**config.mk**
```make
export PLATFORM = sky130hd
export DESIGN_NAME = arp_address_cache
export DESIGN_NICKNAME = d
export VERILOG_FILES = /design/src/hdl/arpc_pkg.sv /design/src/hdl/arpc_ram.sv /design/src/hdl/arpc_ctrl.sv /design/src/hdl/arpc_dpath.sv /design/src/hdl/arp_address_cache.sv
export VERILOG_INCLUDE_DIRS = /design/src /design/src/hdl
export SDC_FILE = /design/constraint.sdc
export NUM_CORES = 1
export LEC_CHECK = 0
export BUFFER_PORTS_ARGS = -buffer_cell sky130_fd_sc_hd__buf_2
export CELL_PAD_IN_SITES_DETAIL_PLACEMENT = 0
export CELL_PAD_IN_SITES_GLOBAL_PLACEMENT = 1
export CORE_MARGIN = 5
export CORE_UTILIZATION = 25
export CTS_BUF_LIST = sky130_fd_sc_hd__clkbuf_8 sky130_fd_sc_hd__clkbuf_16
export DETAILED_ROUTE_END_ITERATION = 8
export GPL_TIMING_DRIVEN = 0
export PLACE_DENSITY_LB_ADDON = 0.1
export SYNTH_ARGS = -nofsm -noshare
export SYNTH_HDL_FRONTEND = slang
export SYNTH_HIERARCHICAL = 1
export SYNTH_SLANG_ARGS = --single-unit
export TNS_END_PERCENT = 50
```
**constraint.sdc**
```tcl
create_clock -name clk_i -period 9.56 [get_ports clk_i]
set_input_delay 0.478 -clock clk_i [delete_from_list [all_inputs] [get_ports clk_i]]
set_output_delay 0.478 -clock clk_i [all_outputs]
set_load 0.02 [all_outputs]
```
**src/hdl/assert_macros.svh**
```systemverilog
// Assertion macros used by the address cache datapath.
`ifndef ASSERT_MACROS_SVH
`define ASSERT_MACROS_SVH

`ifndef SYNTHESIS

// Checks that a property holds at every rising clock edge outside reset.
`define ASSERT_AT(label, clk, rstn, prop) \
  label: assert property (@(posedge clk) disable iff (!(rstn)) (prop)) \
    else $error("%m: assertion failed");

// Checks that a condition is never true outside reset.
`define ASSERT_NEVER(label, clk, rstn, cond) \
  label: assert property (@(posedge clk) disable iff (!(rstn)) !(cond)) \
    else $error("%m: forbidden condition seen");

`else

`define ASSERT_AT(label, clk, rstn, prop)
`define ASSERT_NEVER(label, clk, rstn, cond)

`endif

`endif

```
**src/hdl/arpc_pkg.sv**
```systemverilog
// Package with the types and constants of the address cache.
`timescale 1ns / 1ps
package arpc_pkg;

  localparam int ENTRIES = 16;
  localparam int IDX_W = (ENTRIES > 1) ? $clog2(ENTRIES) : 1;
  localparam int CNT_W = $clog2(ENTRIES + 1);

  localparam int IP_W = 32;
  localparam int MAC_W = 48;
  localparam int ENTRY_W = IP_W + MAC_W;

  localparam int S_TDATA_W = 80;
  localparam int S_TUSER_W = 1;
  localparam int M_TDATA_W = 48;
  localparam int M_TUSER_W = 2;

  localparam logic REQ_LEARN = 1'b0;
  localparam logic REQ_LOOKUP = 1'b1;

  typedef enum logic [0:0] {
    ST_IDLE,
    ST_SEARCH
  } ctrl_state_e;

  typedef struct packed {
    logic start;
    logic search;
    logic finish;
  } ctrl_cmd_t;

  typedef struct packed {
    logic done;
    logic out_free;
  } dp_status_t;

endpackage

```
**src/hdl/arpc_ram.sv**
```systemverilog
// Generic single-write, single-read RAM with registered read data.
`timescale 1ns / 1ps
module arpc_ram #(
  parameter int WIDTH = 8,
  parameter int DEPTH = 16,
  localparam int AW = (DEPTH > 1) ? $clog2(DEPTH) : 1
) (
  input  logic             clk_i,
  input  logic             wr_en_i,
  input  logic [AW-1:0]    wr_addr_i,
  input  logic [WIDTH-1:0] wr_data_i,
  input  logic [AW-1:0]    rd_addr_i,
  output logic [WIDTH-1:0] rd_data_o
);

  logic [WIDTH-1:0] mem [DEPTH];
  logic [WIDTH-1:0] rd_data_q;

  always_ff @(posedge clk_i) begin
    if (wr_en_i) begin
      mem[wr_addr_i] <= wr_data_i;
    end
    rd_data_q <= mem[rd_addr_i];
  end

  assign rd_data_o = rd_data_q;

endmodule

```
**src/hdl/arpc_ctrl.sv**
```systemverilog
// Controller state machine that sequences accept, search and result of one transaction.
`timescale 1ns / 1ps
module arpc_ctrl
  import arpc_pkg::*;
(
  input  logic       clk_i,
  input  logic       rst_ni,
  input  logic       in_valid_i,
  output logic       in_ready_o,
  input  dp_status_t status_i,
  output ctrl_cmd_t  cmd_o
);

  ctrl_state_e state_q, state_d;

  always_ff @(posedge clk_i or negedge rst_ni) begin
    if (!rst_ni) begin
      state_q <= ST_IDLE;
    end else begin
      state_q <= state_d;
    end
  end

  always_comb begin
    state_d = state_q;
    case (state_q)
      ST_IDLE: begin
        if (in_valid_i) begin
          state_d = ST_SEARCH;
        end
      end
      ST_SEARCH: begin
        if (status_i.done && status_i.out_free) begin
          state_d = ST_IDLE;
        end
      end
      default: state_d = ST_IDLE;
    endcase
  end

  always_comb begin
    in_ready_o = 1'b0;
    cmd_o = '0;
    case (state_q)
      ST_IDLE: begin
        in_ready_o = 1'b1;
        cmd_o.start = in_valid_i;
      end
      ST_SEARCH: begin
        cmd_o.search = 1'b1;
        cmd_o.finish = status_i.done && status_i.out_free;
      end
      default: begin
        in_ready_o = 1'b0;
      end
    endcase
  end

endmodule

```
**src/hdl/arpc_dpath.sv**
```systemverilog
// Datapath with the address table, serial search, fill count and result register.
`timescale 1ns / 1ps
`include "assert_macros.svh"
module arpc_dpath
  import arpc_pkg::*;
(
  input  logic             clk_i,
  input  logic             rst_ni,
  input  ctrl_cmd_t        cmd_i,
  output dp_status_t       status_o,
  input  logic             req_type_i,
  input  logic [IP_W-1:0]  ip_addr_i,
  input  logic [MAC_W-1:0] mac_addr_i,
  input  logic             out_ready_i,
  output logic             out_valid_o,
  output logic             hit_o,
  output logic [MAC_W-1:0] mac_out_o,
  output logic             dropped_o
);

  logic             req_type_q;
  logic [IP_W-1:0]  ip_q;
  logic [MAC_W-1:0] mac_q;
  logic [MAC_W-1:0] found_mac_q;
  logic [MAC_W-1:0] mac_out_q;

  logic [CNT_W-1:0] rd_idx_q, rd_idx_d;
  logic [CNT_W-1:0] fill_q, fill_d;
  logic             cmp_pend_q, cmp_pend_d;
  logic             found_q, found_d;
  logic             out_valid_q, out_valid_d;
  logic             hit_out_q;
  logic             drop_out_q;

  logic [ENTRY_W-1:0] rd_data;
  logic [IP_W-1:0]    rd_ip;
  logic [MAC_W-1:0]   rd_mac;
  logic               match_now;
  logic               issue;
  logic               table_full;
  logic               learn_new;
  logic               wr_en;

  assign rd_ip  = rd_data[IP_W-1:0];
  assign rd_mac = rd_data[ENTRY_W-1:IP_W];

  assign match_now  = cmp_pend_q && !found_q && (rd_ip == ip_q);
  assign issue      = cmd_i.search && !found_q && !match_now && (rd_idx_q < fill_q);
  assign table_full = (fill_q == CNT_W'(ENTRIES));
  assign learn_new  = (req_type_q == REQ_LEARN) && !found_q;
  assign wr_en      = cmd_i.finish && learn_new && !table_full;

  arpc_ram #(
    .WIDTH (ENTRY_W),
    .DEPTH (ENTRIES)
  ) u_table (
    .clk_i     (clk_i),
    .wr_en_i   (wr_en),
    .wr_addr_i (fill_q[IDX_W-1:0]),
    .wr_data_i ({mac_q, ip_q}),
    .rd_addr_i (rd_idx_q[IDX_W-1:0]),
    .rd_data_o (rd_data)
  );

  always_comb begin
    rd_idx_d   = rd_idx_q;
    cmp_pend_d = issue;
    found_d    = found_q;
    if (cmd_i.start) begin
      rd_idx_d   = '0;
      cmp_pend_d = 1'b0;
      found_d    = 1'b0;
    end else begin
      if (issue) begin
        rd_idx_d = rd_idx_q + CNT_W'(1);
      end
      if (match_now) begin
        found_d = 1'b1;
      end
    end
  end

  always_comb begin
    fill_d = fill_q;
    if (wr_en) begin
      fill_d = fill_q + CNT_W'(1);
    end
  end

  always_comb begin
    out_valid_d = out_valid_q;
    if (cmd_i.finish) begin
      out_valid_d = 1'b1;
    end else if (out_ready_i) begin
      out_valid_d = 1'b0;
    end
  end

  always_ff @(posedge clk_i or negedge rst_ni) begin
    if (!rst_ni) begin
      rd_idx_q    <= '0;
      cmp_pend_q  <= 1'b0;
      found_q     <= 1'b0;
      fill_q      <= '0;
      out_valid_q <= 1'b0;
    end else begin
      rd_idx_q    <= rd_idx_d;
      cmp_pend_q  <= cmp_pend_d;
      found_q     <= found_d;
      fill_q      <= fill_d;
      out_valid_q <= out_valid_d;
    end
  end

  always_ff @(posedge clk_i) begin
    if (cmd_i.start) begin
      req_type_q <= req_type_i;
      ip_q       <= ip_addr_i;
      mac_q      <= mac_addr_i;
    end
    if (match_now) begin
      found_mac_q <= rd_mac;
    end
    if (cmd_i.finish) begin
      hit_out_q  <= found_q;
      mac_out_q  <= found_q ? found_mac_q : '0;
      drop_out_q <= learn_new && table_full;
    end
  end

  assign status_o.done     = !cmp_pend_q && (found_q || (rd_idx_q >= fill_q));
  assign status_o.out_free = !out_valid_q || out_ready_i;

  assign out_valid_o = out_valid_q;
  assign hit_o       = hit_out_q;
  assign mac_out_o   = mac_out_q;
  assign dropped_o   = drop_out_q;

  `ASSERT_AT(a_fill_bounded, clk_i, rst_ni, fill_q <= CNT_W'(ENTRIES))
  `ASSERT_AT(a_fill_steps, clk_i, rst_ni,
             (fill_q == $past(fill_q)) || (fill_q == $past(fill_q) + CNT_W'(1)))
  `ASSERT_NEVER(a_hit_and_drop, clk_i, rst_ni, out_valid_q && hit_out_q && drop_out_q)
  `ASSERT_AT(a_miss_zero_mac, clk_i, rst_ni, (out_valid_q && !hit_out_q) |-> (mac_out_q == '0))

endmodule

```
**src/hdl/arp_address_cache.sv**
```systemverilog
// Top level of the IPv4 to MAC address cache.
`timescale 1ns / 1ps
// The cache holds up to ENTRIES address pairs, filled in order of arrival and
// searched one entry per cycle through the single read port of the table RAM.
// Each input transaction is a learn or a lookup and yields exactly one result
// transaction. After acceptance the search reads stored entries in order until
// a match or the last stored entry, so an empty table is not read at all; the
// result is registered once the output is free. A new transaction is accepted
// while the previous result still waits at the output. A learn of an address
// already present keeps the stored MAC and reports a hit, and a learn of a new
// address into a full table stores nothing and reports dropped. The table is
// empty after reset without any clearing pass.
module arp_address_cache
  import arpc_pkg::*;
(
  input  logic                 clk_i,
  input  logic                 rst_ni,
  input  logic                 s_axis_tvalid,
  output logic                 s_axis_tready,
  input  logic [S_TDATA_W-1:0] s_axis_tdata,   // ip_addr, mac_addr
  input  logic [S_TUSER_W-1:0] s_axis_tuser,   // req_type
  output logic                 m_axis_tvalid,
  input  logic                 m_axis_tready,
  output logic [M_TDATA_W-1:0] m_axis_tdata,   // mac_out
  output logic [M_TUSER_W-1:0] m_axis_tuser    // hit, dropped
);

  ctrl_cmd_t  cmd;
  dp_status_t status;
  logic       hit;
  logic       dropped;

  arpc_ctrl u_ctrl (
    .clk_i      (clk_i),
    .rst_ni     (rst_ni),
    .in_valid_i (s_axis_tvalid),
    .in_ready_o (s_axis_tready),
    .status_i   (status),
    .cmd_o      (cmd)
  );

  arpc_dpath u_dpath (
    .clk_i       (clk_i),
    .rst_ni      (rst_ni),
    .cmd_i       (cmd),
    .status_o    (status),
    .req_type_i  (s_axis_tuser[0]),
    .ip_addr_i   (s_axis_tdata[IP_W-1:0]),
    .mac_addr_i  (s_axis_tdata[ENTRY_W-1:IP_W]),
    .out_ready_i (m_axis_tready),
    .out_valid_o (m_axis_tvalid),
    .hit_o       (hit),
    .mac_out_o   (m_axis_tdata),
    .dropped_o   (dropped)
  );

  assign m_axis_tuser = {dropped, hit};

endmodule
```
* Yosys cells after proc, flatten, opt, wreduce, memory -nomap -nowiden
Memory sizes are Yosys's and may differ from the RTL's. A register that Yosys moved wholly into a read port is not among the register bits.
Cells that the tools add are included.
** Word-level totals
- Register bits after elaboration :: 193
- Memory bits (writable) :: 1280
- Input port bits :: 85
- Output and inout bits :: 52
- Logic and storage cells :: 58
- Memories :: 1
** Operators by class
- Add/subtract/negate cells :: 2
- Order comparisons :: 2
- Eq/ne operators :: 2
- Multiplexer cells :: 15
- Bitwise gates (word level) :: 2
- Reduce and logical (&&, ||, !) cells :: 21
** Memory list
- u_dpath.u_table.mem :: depth 16, width 80, read ports 1, clocked after Yosys merged registers in 1, write ports 1, RTL line arpc_ram.sv:16 : logic [WIDTH-1:0] mem [DEPTH];
** Operator list (count)
- == test 32 bit :: 1
- logical AND 1 bit :: 11
- 2-to-1 mux 1 bit :: 11
- adder 5 x 1 -> 5 bit, second input constant :: 2
- 2-to-1 mux 5 bit :: 2
- nonzero test 2 bit :: 3
- == test 5 bit, second input constant :: 1
- >= comparator 5 bit :: 1
- zero test 1 bit :: 5
- < comparator 5 bit :: 1
- logical OR 1 bit :: 2
- 2-to-1 mux 2 bit :: 1
- NOT 1 bit :: 2
- one-hot mux 1 bit (2 select lines) :: 1

* Longest topological paths before layout
Gate-level depths: netlist of run 1.
- Depth after elaboration :: 10
- Depth in mapped cells :: 12
- Depth with buffers taken out :: 11

* Hierarchy
The synthesis of run 1 kept the hierarchy.
** Modules (own cells, without submodules)
- arpc_ram :: times used 1, cells an instance 2054, area each 49422.4 µm², seq. area each 40038.4 µm²
- arpc_dpath :: times used 1, cells an instance 371, area each 6935.4 µm², seq. area each 5700.5 µm²
- arpc_ctrl :: times used 1, cells an instance 7, area each 66.3 µm², seq. area each 25.0 µm²
- arp_address_cache :: times used 1, cells an instance 2, area each 15.0 µm², seq. area each 0.0 µm²

* Least setup slack after synthesis of run 1
No wires, ideal clock.
- Kind :: flip-flop to flip-flop
- From :: register u_dpath.fill_q[1]
- To :: memory u_dpath/u_table/mem[0][0] (netlist name), enable pin
- Library setup time :: 0.616 ns
- Data arrival time :: 8.273 ns
- Data required time :: 8.944 ns
- Slack :: 0.671 ns
- Stages on the path, launching flop included :: 13
- Buffers on the path :: 1
- Period minus slack after synthesis :: 8.889 ns
- Cells stage by stage :: dfrtp_1 > inv_1 > ha_1 > nor2b_1 > o21ai_0 > o21ai_0 > nor3_1 > a21oi_1 > and3_4 > and3_1 > clkbuf_1 > or3b_2 > nor3_1
** RTL lines
- start: declaration :: RTL line arpc_dpath.sv:28 : logic [CNT_W-1:0] fill_q, fill_d;
- start signal: assignment :: RTL line arpc_dpath.sv:110 : fill_q <= fill_d;
- end: declaration :: RTL line arpc_ram.sv:16

==> flow_summary.yaml, run 1 <==
synthesis:
  synth_warnings: 6
  list_of_most_frequent_post_synthesis_cells: "sky130_fd_sc_hd__edfxtp_1, sky130_fd_sc_hd__mux4_2, sky130_fd_sc_hd__a22oi_1, sky130_fd_sc_hd__nand2_1, sky130_fd_sc_hd__dfxtp_1"
  synth.largest_area_cell: "sky130_fd_sc_hd__edfxtp_1"
  synth.net_count: 2527
  synth-main-ff-cell: "sky130_fd_sc_hd__edfxtp_1"
  synth.ff_latch_count: 1553
  synth_sequential_area_ratio_pct: 81.1
  synthesis.instances: 2434
  synth_enable_flop_cells: 1459
  synth.cell_area_mm2: 0.0564
  netlist-cell-type-count: 43
  synth_top_cells_by_area: "sky130_fd_sc_hd__edfxtp_1, sky130_fd_sc_hd__mux4_2, sky130_fd_sc_hd__dfxtp_1"
  asyncSetResetFlopFracSynth_pct: 0.901
  synth_largest_type_area_fraction_pct: 77.6
  post-synth-top-count-cell: "sky130_fd_sc_hd__edfxtp_1"
  syn_avg_cell_area_um2: 23.2
floorplan:
  die_boundary_height_um: 485
  fp-row-count: 174
  design.die.area_mm2: 0.235
  boundaryPins: 137
  die_width_um: 485
  initial_core_util_pct: 25.1
  coreArea_mm2: 0.225
cts:
  clk_pin_slew_ns: 0.06
  insertion_delay_to_the_later_sink_of_the_worst_skew_pair_ns: 0.80
  post-cts-setup-buffer-count: 0
  post_cts_resized: 0
  cts_root_buf: "sky130_fd_sc_hd__clkbuf_16"
  tritoncts.num_buffers: 181
  tritoncts_clock_tree: "done"
  cts_sinks: 1553
  cts.htree.levels: 4
  ctsHoldBuffers: 84
  cts_buffer_depth: 3
setup_path:
  endpoint_kind: "flop"
  worst_ep_arrival_time_ns: 6.54
  worst_ep_required_time_ns: 10.04
  critical_path.reg2reg.startpoint: "u_dpath/fill_q[1]"
  worst_setup_path_start: "u_dpath/fill_q[1]"
  crit_end: "u_dpath/u_table/mem[8][67]"
  timing.critical_path.from_type: "flop"
  regToRegEndpoint: "u_dpath/u_table/mem[8][67]"
  worstSetupPathType: "reg2reg"
  timing.reg2reg.setup_slack_ns: 3.50
  path_max_fanout: 53
  worst_r2r_path_depth: 16
finish:
  layout-area-overhead-vs-synth_pct: 23.5
  fill_cells: 21600
  post_route_cells_drive_above_1_share_pct: 29.5
  final_cell_area_mm2: 0.0697
  sequential_cell_area_mm2: 0.0458
  final_nets: 3056
  multiInputGateArea_mm2: 0.0102
drt:
  drt-wirelength-per-cell_um: 26.5
  sum_of_met3_wire_segment_lengths_after_detailed_routing_um: 6090
  topRoutingLayerUsed: "met4"
  wl_um: 162000
  wirelength_met1_um: 72500
  drt_pre_antenna_iters: 5
  final_antenna_net_count: 0
  detail_route.iter0.violations: 1775
  vias_per_cell: 4.32
  route.met2.wl_um: 80000
  drcViolationCount: 0
  vias: 26400
sta:
  final_worst_path_period_share_pct: 63.4
  clock-skew-final_ns: 0.0279
  setup_violations: 0
  least_margin_pin_slew_ns: 1.26
  achievable-frequency_mhz: 165
  finalMaxSlewViolations: 0
  slew-limit-headroom_pct: 16.0
  fin_setup_tns_ns: 0
  timing_hold_violations_final: 0
  min_tclk_post_route_ns: 6.06
  grt_setup_unrepaired: "no"
  worst_slack_ns: 3.50
global_route:
  grt_first_pass_wirelength_um: 228000
  grt_antenna_before_repair: 7
  gr-usage-all-layers_pct: 13.7
  grt_overflow: 0
  grt_pass1_vias: 28700
  grt_start_max_net_pins: 54
pwr:
  p_leak_nw: 22.4
  seq_power_share_pct: 42.9
  power.density_cell_area_mw_per_mm2: 287
  net-switching-power_mw: 5.85
  power_frac_comb_pct: 23.1
  internal_power_mw: 14.2
  irDropWorstVdd_v: 0.000144
  netSwitchingFraction_pct: 29.2
  clock_power_share_pct: 34.0
min_path:
  min-delay-path-class: "in2async"
placed_design:
  dp_slack_ns: 3.28
  routabilityCongestion: 0.682
  detailed_place.area_mm2: 0.0629
  buffer_ports.inserted: 136
  hpwlAfterDp_um: 105000
job:
  max_cap_violations: 0
status:
  status: "complete, no violations"
-- critical path, cell delays in order (launching register included) --
cell and delay [ns]:
sky130_fd_sc_hd__dfrtp_1 0.56, sky130_fd_sc_hd__inv_1 0.14, sky130_fd_sc_hd__ha_1 0.31, sky130_fd_sc_hd__nor2b_1 0.11
sky130_fd_sc_hd__o21ai_0 0.08, sky130_fd_sc_hd__o21ai_0 0.08, sky130_fd_sc_hd__nor3_1 0.12, sky130_fd_sc_hd__a21oi_1 0.55
sky130_fd_sc_hd__and3_4 0.79, sky130_fd_sc_hd__and3_1 0.40, sky130_fd_sc_hd__clkbuf_1 0.39, sky130_fd_sc_hd__nand3b_1 0.36
sky130_fd_sc_hd__nor3_2 0.86, sky130_fd_sc_hd__buf_6 0.26, sky130_fd_sc_hd__buf_6 0.15, sky130_fd_sc_hd__buf_6 0.14
sky130_fd_sc_hd__buf_4 0.21
-- flip-flops by register name (all words and copies together), names as in the netlist --
register	flops
u_dpath/mac_q	48
u_ctrl/state_q	1
u_dpath/dropped_o	1
u_dpath/req_type_q	1
u_dpath/cmp_pend_q	1
u_dpath/rd_idx_q	5
u_dpath/hit_o	1
u_dpath/found_q	1
u_dpath/u_table/mem	1280
u_dpath/ip_q	32
u_dpath/fill_q	5
u_dpath/u_table/rd_data_o	80
u_dpath/mac_out_o	48
u_dpath/found_mac_q	48
u_dpath/out_valid_o	1
-- kinds of logic after synthesis --
logic type	after synthesis	synth area share, %
AOI/OAI and AO/OA	165	2.17
and+or+nand+nor	222	2.00
buffers and inverters	125	1.10
xor gates and xnor gates	36	0.585
muxes	325	12.9
adders and majority gates	8	0.177
DFF	1553	81.1
-- per-layer routing --
layer	vias to the layer above	global-route usage [%]
met2	569	22.9
met3	225	2.44
met5	-	0
met4	0	3.57
li1	11300	-
met1	14300	18.4
-- layout make-up --
type | instances | area share (%)
Sequential cell | 1553 | 65.6
Multi-Input combinational cell | 756 | 14.6
Clock buffer | 201 | 6.92
Tap cell | 2992 | 5.37
Timing Repair Buffer | 346 | 4.98
Clock inverter | 136 | 1.57
Buffer | 117 | 0.849
Inverter | 8 | 0.0431
Antenna cell | 6 | 0.0215
-- stage by stage --
| step | std cells | utilization (%) | hold WS, ns | power (mW) |
|---|---|---|---|---|
| floorplan | 2434 | - | 0.182 | 11.5 |
| global placement | 5562 | 27.1 | 0.392 | 13.4 |
| detailed placement | 5688 | 28.0 | 0.389 | 13.5 |
| CTS | 6109 | 31.0 | 0.282 | 20.5 |
| global route | 6111 | 31.0 | 0.296 | 21.0 |
| finish | 6115 | 31.0 | 0.305 | 20.0 |
-- power by group through the flow --
stage	Sequential (mW)	Combinational, mW	Clock [mW]
after floorplan	8.74	2.75	0
final	8.57	4.62	6.81
after global routing	8.64	5.01	7.36
after detailed placement	8.73	4.78	0
after global placement	8.78	4.65	0
after CTS	8.59	4.82	7.07
-- cell usage in the layout (no fill, tap or decap), types with 3 or more instances in the layout --
cell / synthesis / routed
sky130_fd_sc_hd__o21ai_0: 3 / 3
sky130_fd_sc_hd__buf_2: 23 / 159
sky130_fd_sc_hd__nand2_1: 87 / 87
sky130_fd_sc_hd__clkinv_8: 0 / 4
sky130_fd_sc_hd__nor2_1: 29 / 16
sky130_fd_sc_hd__buf_4: 7 / 22
sky130_fd_sc_hd__ha_1: 8 / 8
sky130_fd_sc_hd__clkbuf_16: 0 / 183
sky130_fd_sc_hd__and2_1: 49 / 49
sky130_fd_sc_hd__edfxtp_1: 1459 / 1459
sky130_fd_sc_hd__bufinv_16: 0 / 17
sky130_fd_sc_hd__clkbuf_8: 0 / 18
sky130_fd_sc_hd__nor2b_1: 7 / 7
sky130_fd_sc_hd__a22oi_1: 160 / 160
sky130_fd_sc_hd__xnor2_1: 13 / 13
sky130_fd_sc_hd__buf_6: 13 / 61
sky130_fd_sc_hd__clkbuf_1: 47 / 47
sky130_fd_sc_hd__nor3_1: 7 / 3
sky130_fd_sc_hd__inv_6: 0 / 8
sky130_fd_sc_hd__nor2_4: 0 / 12
sky130_fd_sc_hd__mux4_2: 320 / 320
sky130_fd_sc_hd__nand4_1: 8 / 8
sky130_fd_sc_hd__buf_16: 0 / 7
sky130_fd_sc_hd__xor2_1: 21 / 21
sky130_fd_sc_hd__mux2_2: 3 / 3
sky130_fd_sc_hd__nand2b_1: 7 / 7
sky130_fd_sc_hd__inv_1: 8 / 65
sky130_fd_sc_hd__dfxtp_1: 80 / 80
sky130_fd_sc_hd__nor4_1: 6 / 5
sky130_fd_sc_hd__diode_2: 0 / 6
sky130_fd_sc_hd__dfrtp_1: 14 / 14
sky130_fd_sc_hd__dlygate4sd3_1: 0 / 84
sky130_fd_sc_hd__nand3_1: 5 / 5
sky130_fd_sc_hd__buf_8: 0 / 3
sky130_fd_sc_hd__clkinv_1: 0 / 18
sky130_fd_sc_hd__buf_1: 27 / 27
sky130_fd_sc_hd__nor3_2: 0 / 4
sky130_fd_sc_hd__clkinv_2: 0 / 29
sky130_fd_sc_hd__buf_12: 0 / 53
-- how the worst min path moves through the flow --
stage                                   from                       to  slack (ns)
2_1_floorplan                         rst_ni           u_ctrl/state_q        0.18
3_5_place_dp   u_dpath/u_table/rd_data_o[70]  u_dpath/found_mac_q[38]        0.39
3_3_place_gp   u_dpath/u_table/rd_data_o[35]   u_dpath/found_mac_q[3]        0.39
4_1_cts                               rst_ni      u_dpath/rd_idx_q[0]        0.28
5_1_grt                               rst_ni      u_dpath/rd_idx_q[0]        0.30
6_report                              rst_ni      u_dpath/rd_idx_q[0]        0.31
(Power assumes the default switching activity.)
==> inputs of run 2 (changes only) <==
clock period = 6 ns   (was 9.56 ns; I/O delays follow)
==> run 2 against run 1 <==
Compared with the run above: power grew 60%; largest power group unchanged; core utilization grew 0.14 points; cell count is 0.29% lower; highest routed layer is now met5; worst hold slack lost 0.099 ns; combinational power rose by 67%; sequential power is 60% higher; critical path type unchanged.
==> flow_summary.yaml, run 2 (same netlist as run 1, synthesis figures left out) <==
status:
  status: "complete, no violations"
pwr:
  total_power_mw: 32.0
  irDropWorstVdd_v: 0.000262
  power.density_cell_area_mw_per_mm2: 457
  p_leak_nw: 22.4
floorplan:
  design.die.area_mm2: 0.235
  die_width_um: 485
  die_boundary_height_um: 485
  coreArea_mm2: 0.225
  initial_core_util_pct: 25.1
  fp-row-count: 174
  boundaryPins: 137
finish:
  fill_cells: 21600
  final_cell_area_mm2: 0.0700
  finalCoreUtilization_pct: 31.2
  multiInputGateArea_mm2: 0.0102
  final_common_cell: "sky130_fd_sc_hd__edfxtp_1"
  layout-area-overhead-vs-synth_pct: 24.1
  final_cell_count_no_fill: 6097
  post_route_cells_drive_above_1_share_pct: 28.8
  largest_register_ffs: 1280
  max_flop_register: "u_dpath/u_table/mem"
  final_nets: 3039
  sequential_cell_area_mm2: 0.0458
  mostFrequentLayoutCells: "sky130_fd_sc_hd__edfxtp_1, sky130_fd_sc_hd__mux4_2, sky130_fd_sc_hd__clkbuf_16"
sta:
  slew-limit-headroom_pct: 16.8
  worst_hold_slack_ns: 0.207
  clock-skew-final_ns: 0.0294
  fin_setup_tns_ns: 0
  least_margin_pin_slew_ns: 1.25
  finalMaxSlewViolations: 0
  timing_hold_violations_final: 0
  final_worst_path_period_share_pct: 93.7
  worst_slack_ns: 0.378
  setup_violations: 0
  min_tclk_post_route_ns: 5.62
  grt_setup_unrepaired: "no"
  achievable-frequency_mhz: 178
placed_design:
  buffer_ports.inserted: 136
  numPlacedInstances: 5669
  hpwlAfterDp_um: 107000
  detailed_place.area_mm2: 0.0633
  routabilityCongestion: 0.665
  dp_slack_ns: -0.283
cts:
  cts_sinks: 1553
  cts_root_buf: "sky130_fd_sc_hd__clkbuf_16"
  insertion_delay_to_the_later_sink_of_the_worst_skew_pair_ns: 0.80
  tritoncts.num_buffers: 179
  tritoncts_clock_tree: "done"
  cts.htree.levels: 4
  clk_pin_slew_ns: 0.06
  cts_buffer_depth: 3
drt:
  vias_per_cell: 4.35
  final_antenna_net_count: 0
  drcViolationCount: 0
  wl_um: 168000
  detail_route.iter0.violations: 1765
  wirelength_met1_um: 74700
  drt_pre_antenna_iters: 5
  topRoutingLayerUsed: "met5"
  sum_of_met3_wire_segment_lengths_after_detailed_routing_um: 5950
  route.met2.wl_um: 84000
  vias: 26500
  drt-wirelength-per-cell_um: 27.6
setup_path:
  timing.reg2reg.setup_slack_ns: 0.38
  timing.critical_path.from_type: "flop"
  worst_ep_arrival_time_ns: 6.12
  endpoint_kind: "flop"
  regToRegEndpoint: "u_dpath/u_table/mem[4][71]"
  worst_ep_required_time_ns: 6.49
  worst_r2r_path_depth: 17
  critical_path.reg2reg.startpoint: "u_dpath/fill_q[1]"
  path_max_fanout: 14
  worstSetupPathType: "reg2reg"
global_route:
  grt_first_pass_wirelength_um: 233000
  grt_pass1_vias: 28600
  grt_antenna_before_repair: 11
  grt_start_max_net_pins: 27
  grt_overflow: 0
  gr-usage-all-layers_pct: 14.2
min_path:
  min-delay-path-class: "in2reg"
  hold_path_end: "u_dpath/ip_q[16]"
  hold_path.startpoint: "s_axis_tdata[16]"
  min_delay_path_depth: 2
job:
  max_cap_violations: 0
[run 2: how the worst max path moves through the flow]
stage	startpoint	slack [ns]	cells past startpoint	to
after floorplan	u_dpath/fill_q[1]	-0.79	12	u_dpath/u_table/mem[1][0]
after global placement	u_dpath/fill_q[1]	-8.46	12	u_dpath/u_table/mem[1][71]
after detailed placement	u_dpath/fill_q[1]	-0.28	15	u_dpath/u_table/mem[3][71]
after CTS	u_dpath/fill_q[1]	0.23	17	u_dpath/u_table/mem[4][71]
after global routing	u_dpath/fill_q[1]	0.01	17	u_dpath/u_table/mem[4][76]
final	u_dpath/fill_q[1]	0.38	17	u_dpath/u_table/mem[4][71]
[run 2: final cells by class]
class	instances	area share, %
timing repair buffer	329	5.49
clock buffer	205	7.02
antenna	3	0.0107
clock inverter	132	1.27
sequential	1553	65.4
tap	2992	5.35
multi-input combinational	758	14.6
inverter	8	0.0429
buffer	117	0.845
[run 2: layer usage]
layer  vias up  global-route usage (%)
met3       222                    2.19
met5         -                       0
li1      11300                       -
met1     14400                    19.0
met4         2                    3.72
met2       548                    24.1
[run 2: what timing repair did]
item                                   4_1_cts  5_1_grt
buffers inserted                             2        0
gates resized for setup                      2        0
endpoints found under the hold margin       96        0
hold buffers                                84        0
setup endpoints to repair                  124        0
[run 2: power breakdown]
part	switching, mW	internal, mW	total (mW)
Combinational	4.65	3.05	7.70
Sequential	0.588	13.1	13.7
Clock	4.35	6.25	10.6
[run 2: critical path, stage by stage (launching register included)]
cell and delay [ns]:
sky130_fd_sc_hd__dfrtp_1 0.66, sky130_fd_sc_hd__inv_1 0.17, sky130_fd_sc_hd__ha_1 0.32, sky130_fd_sc_hd__nor2b_1 0.12, sky130_fd_sc_hd__o21ai_0 0.08, sky130_fd_sc_hd__o21ai_0 0.09, sky130_fd_sc_hd__nor3_1 0.15, sky130_fd_sc_hd__a21oi_4 0.51
sky130_fd_sc_hd__and3_4 0.58, sky130_fd_sc_hd__and3_1 0.24, sky130_fd_sc_hd__clkbuf_1 0.36, sky130_fd_sc_hd__nand3b_1 0.43, sky130_fd_sc_hd__nor3_4 0.64, sky130_fd_sc_hd__buf_16 0.23, sky130_fd_sc_hd__buf_16 0.16, sky130_fd_sc_hd__buf_16 0.16
sky130_fd_sc_hd__buf_16 0.16, sky130_fd_sc_hd__buf_8 0.16
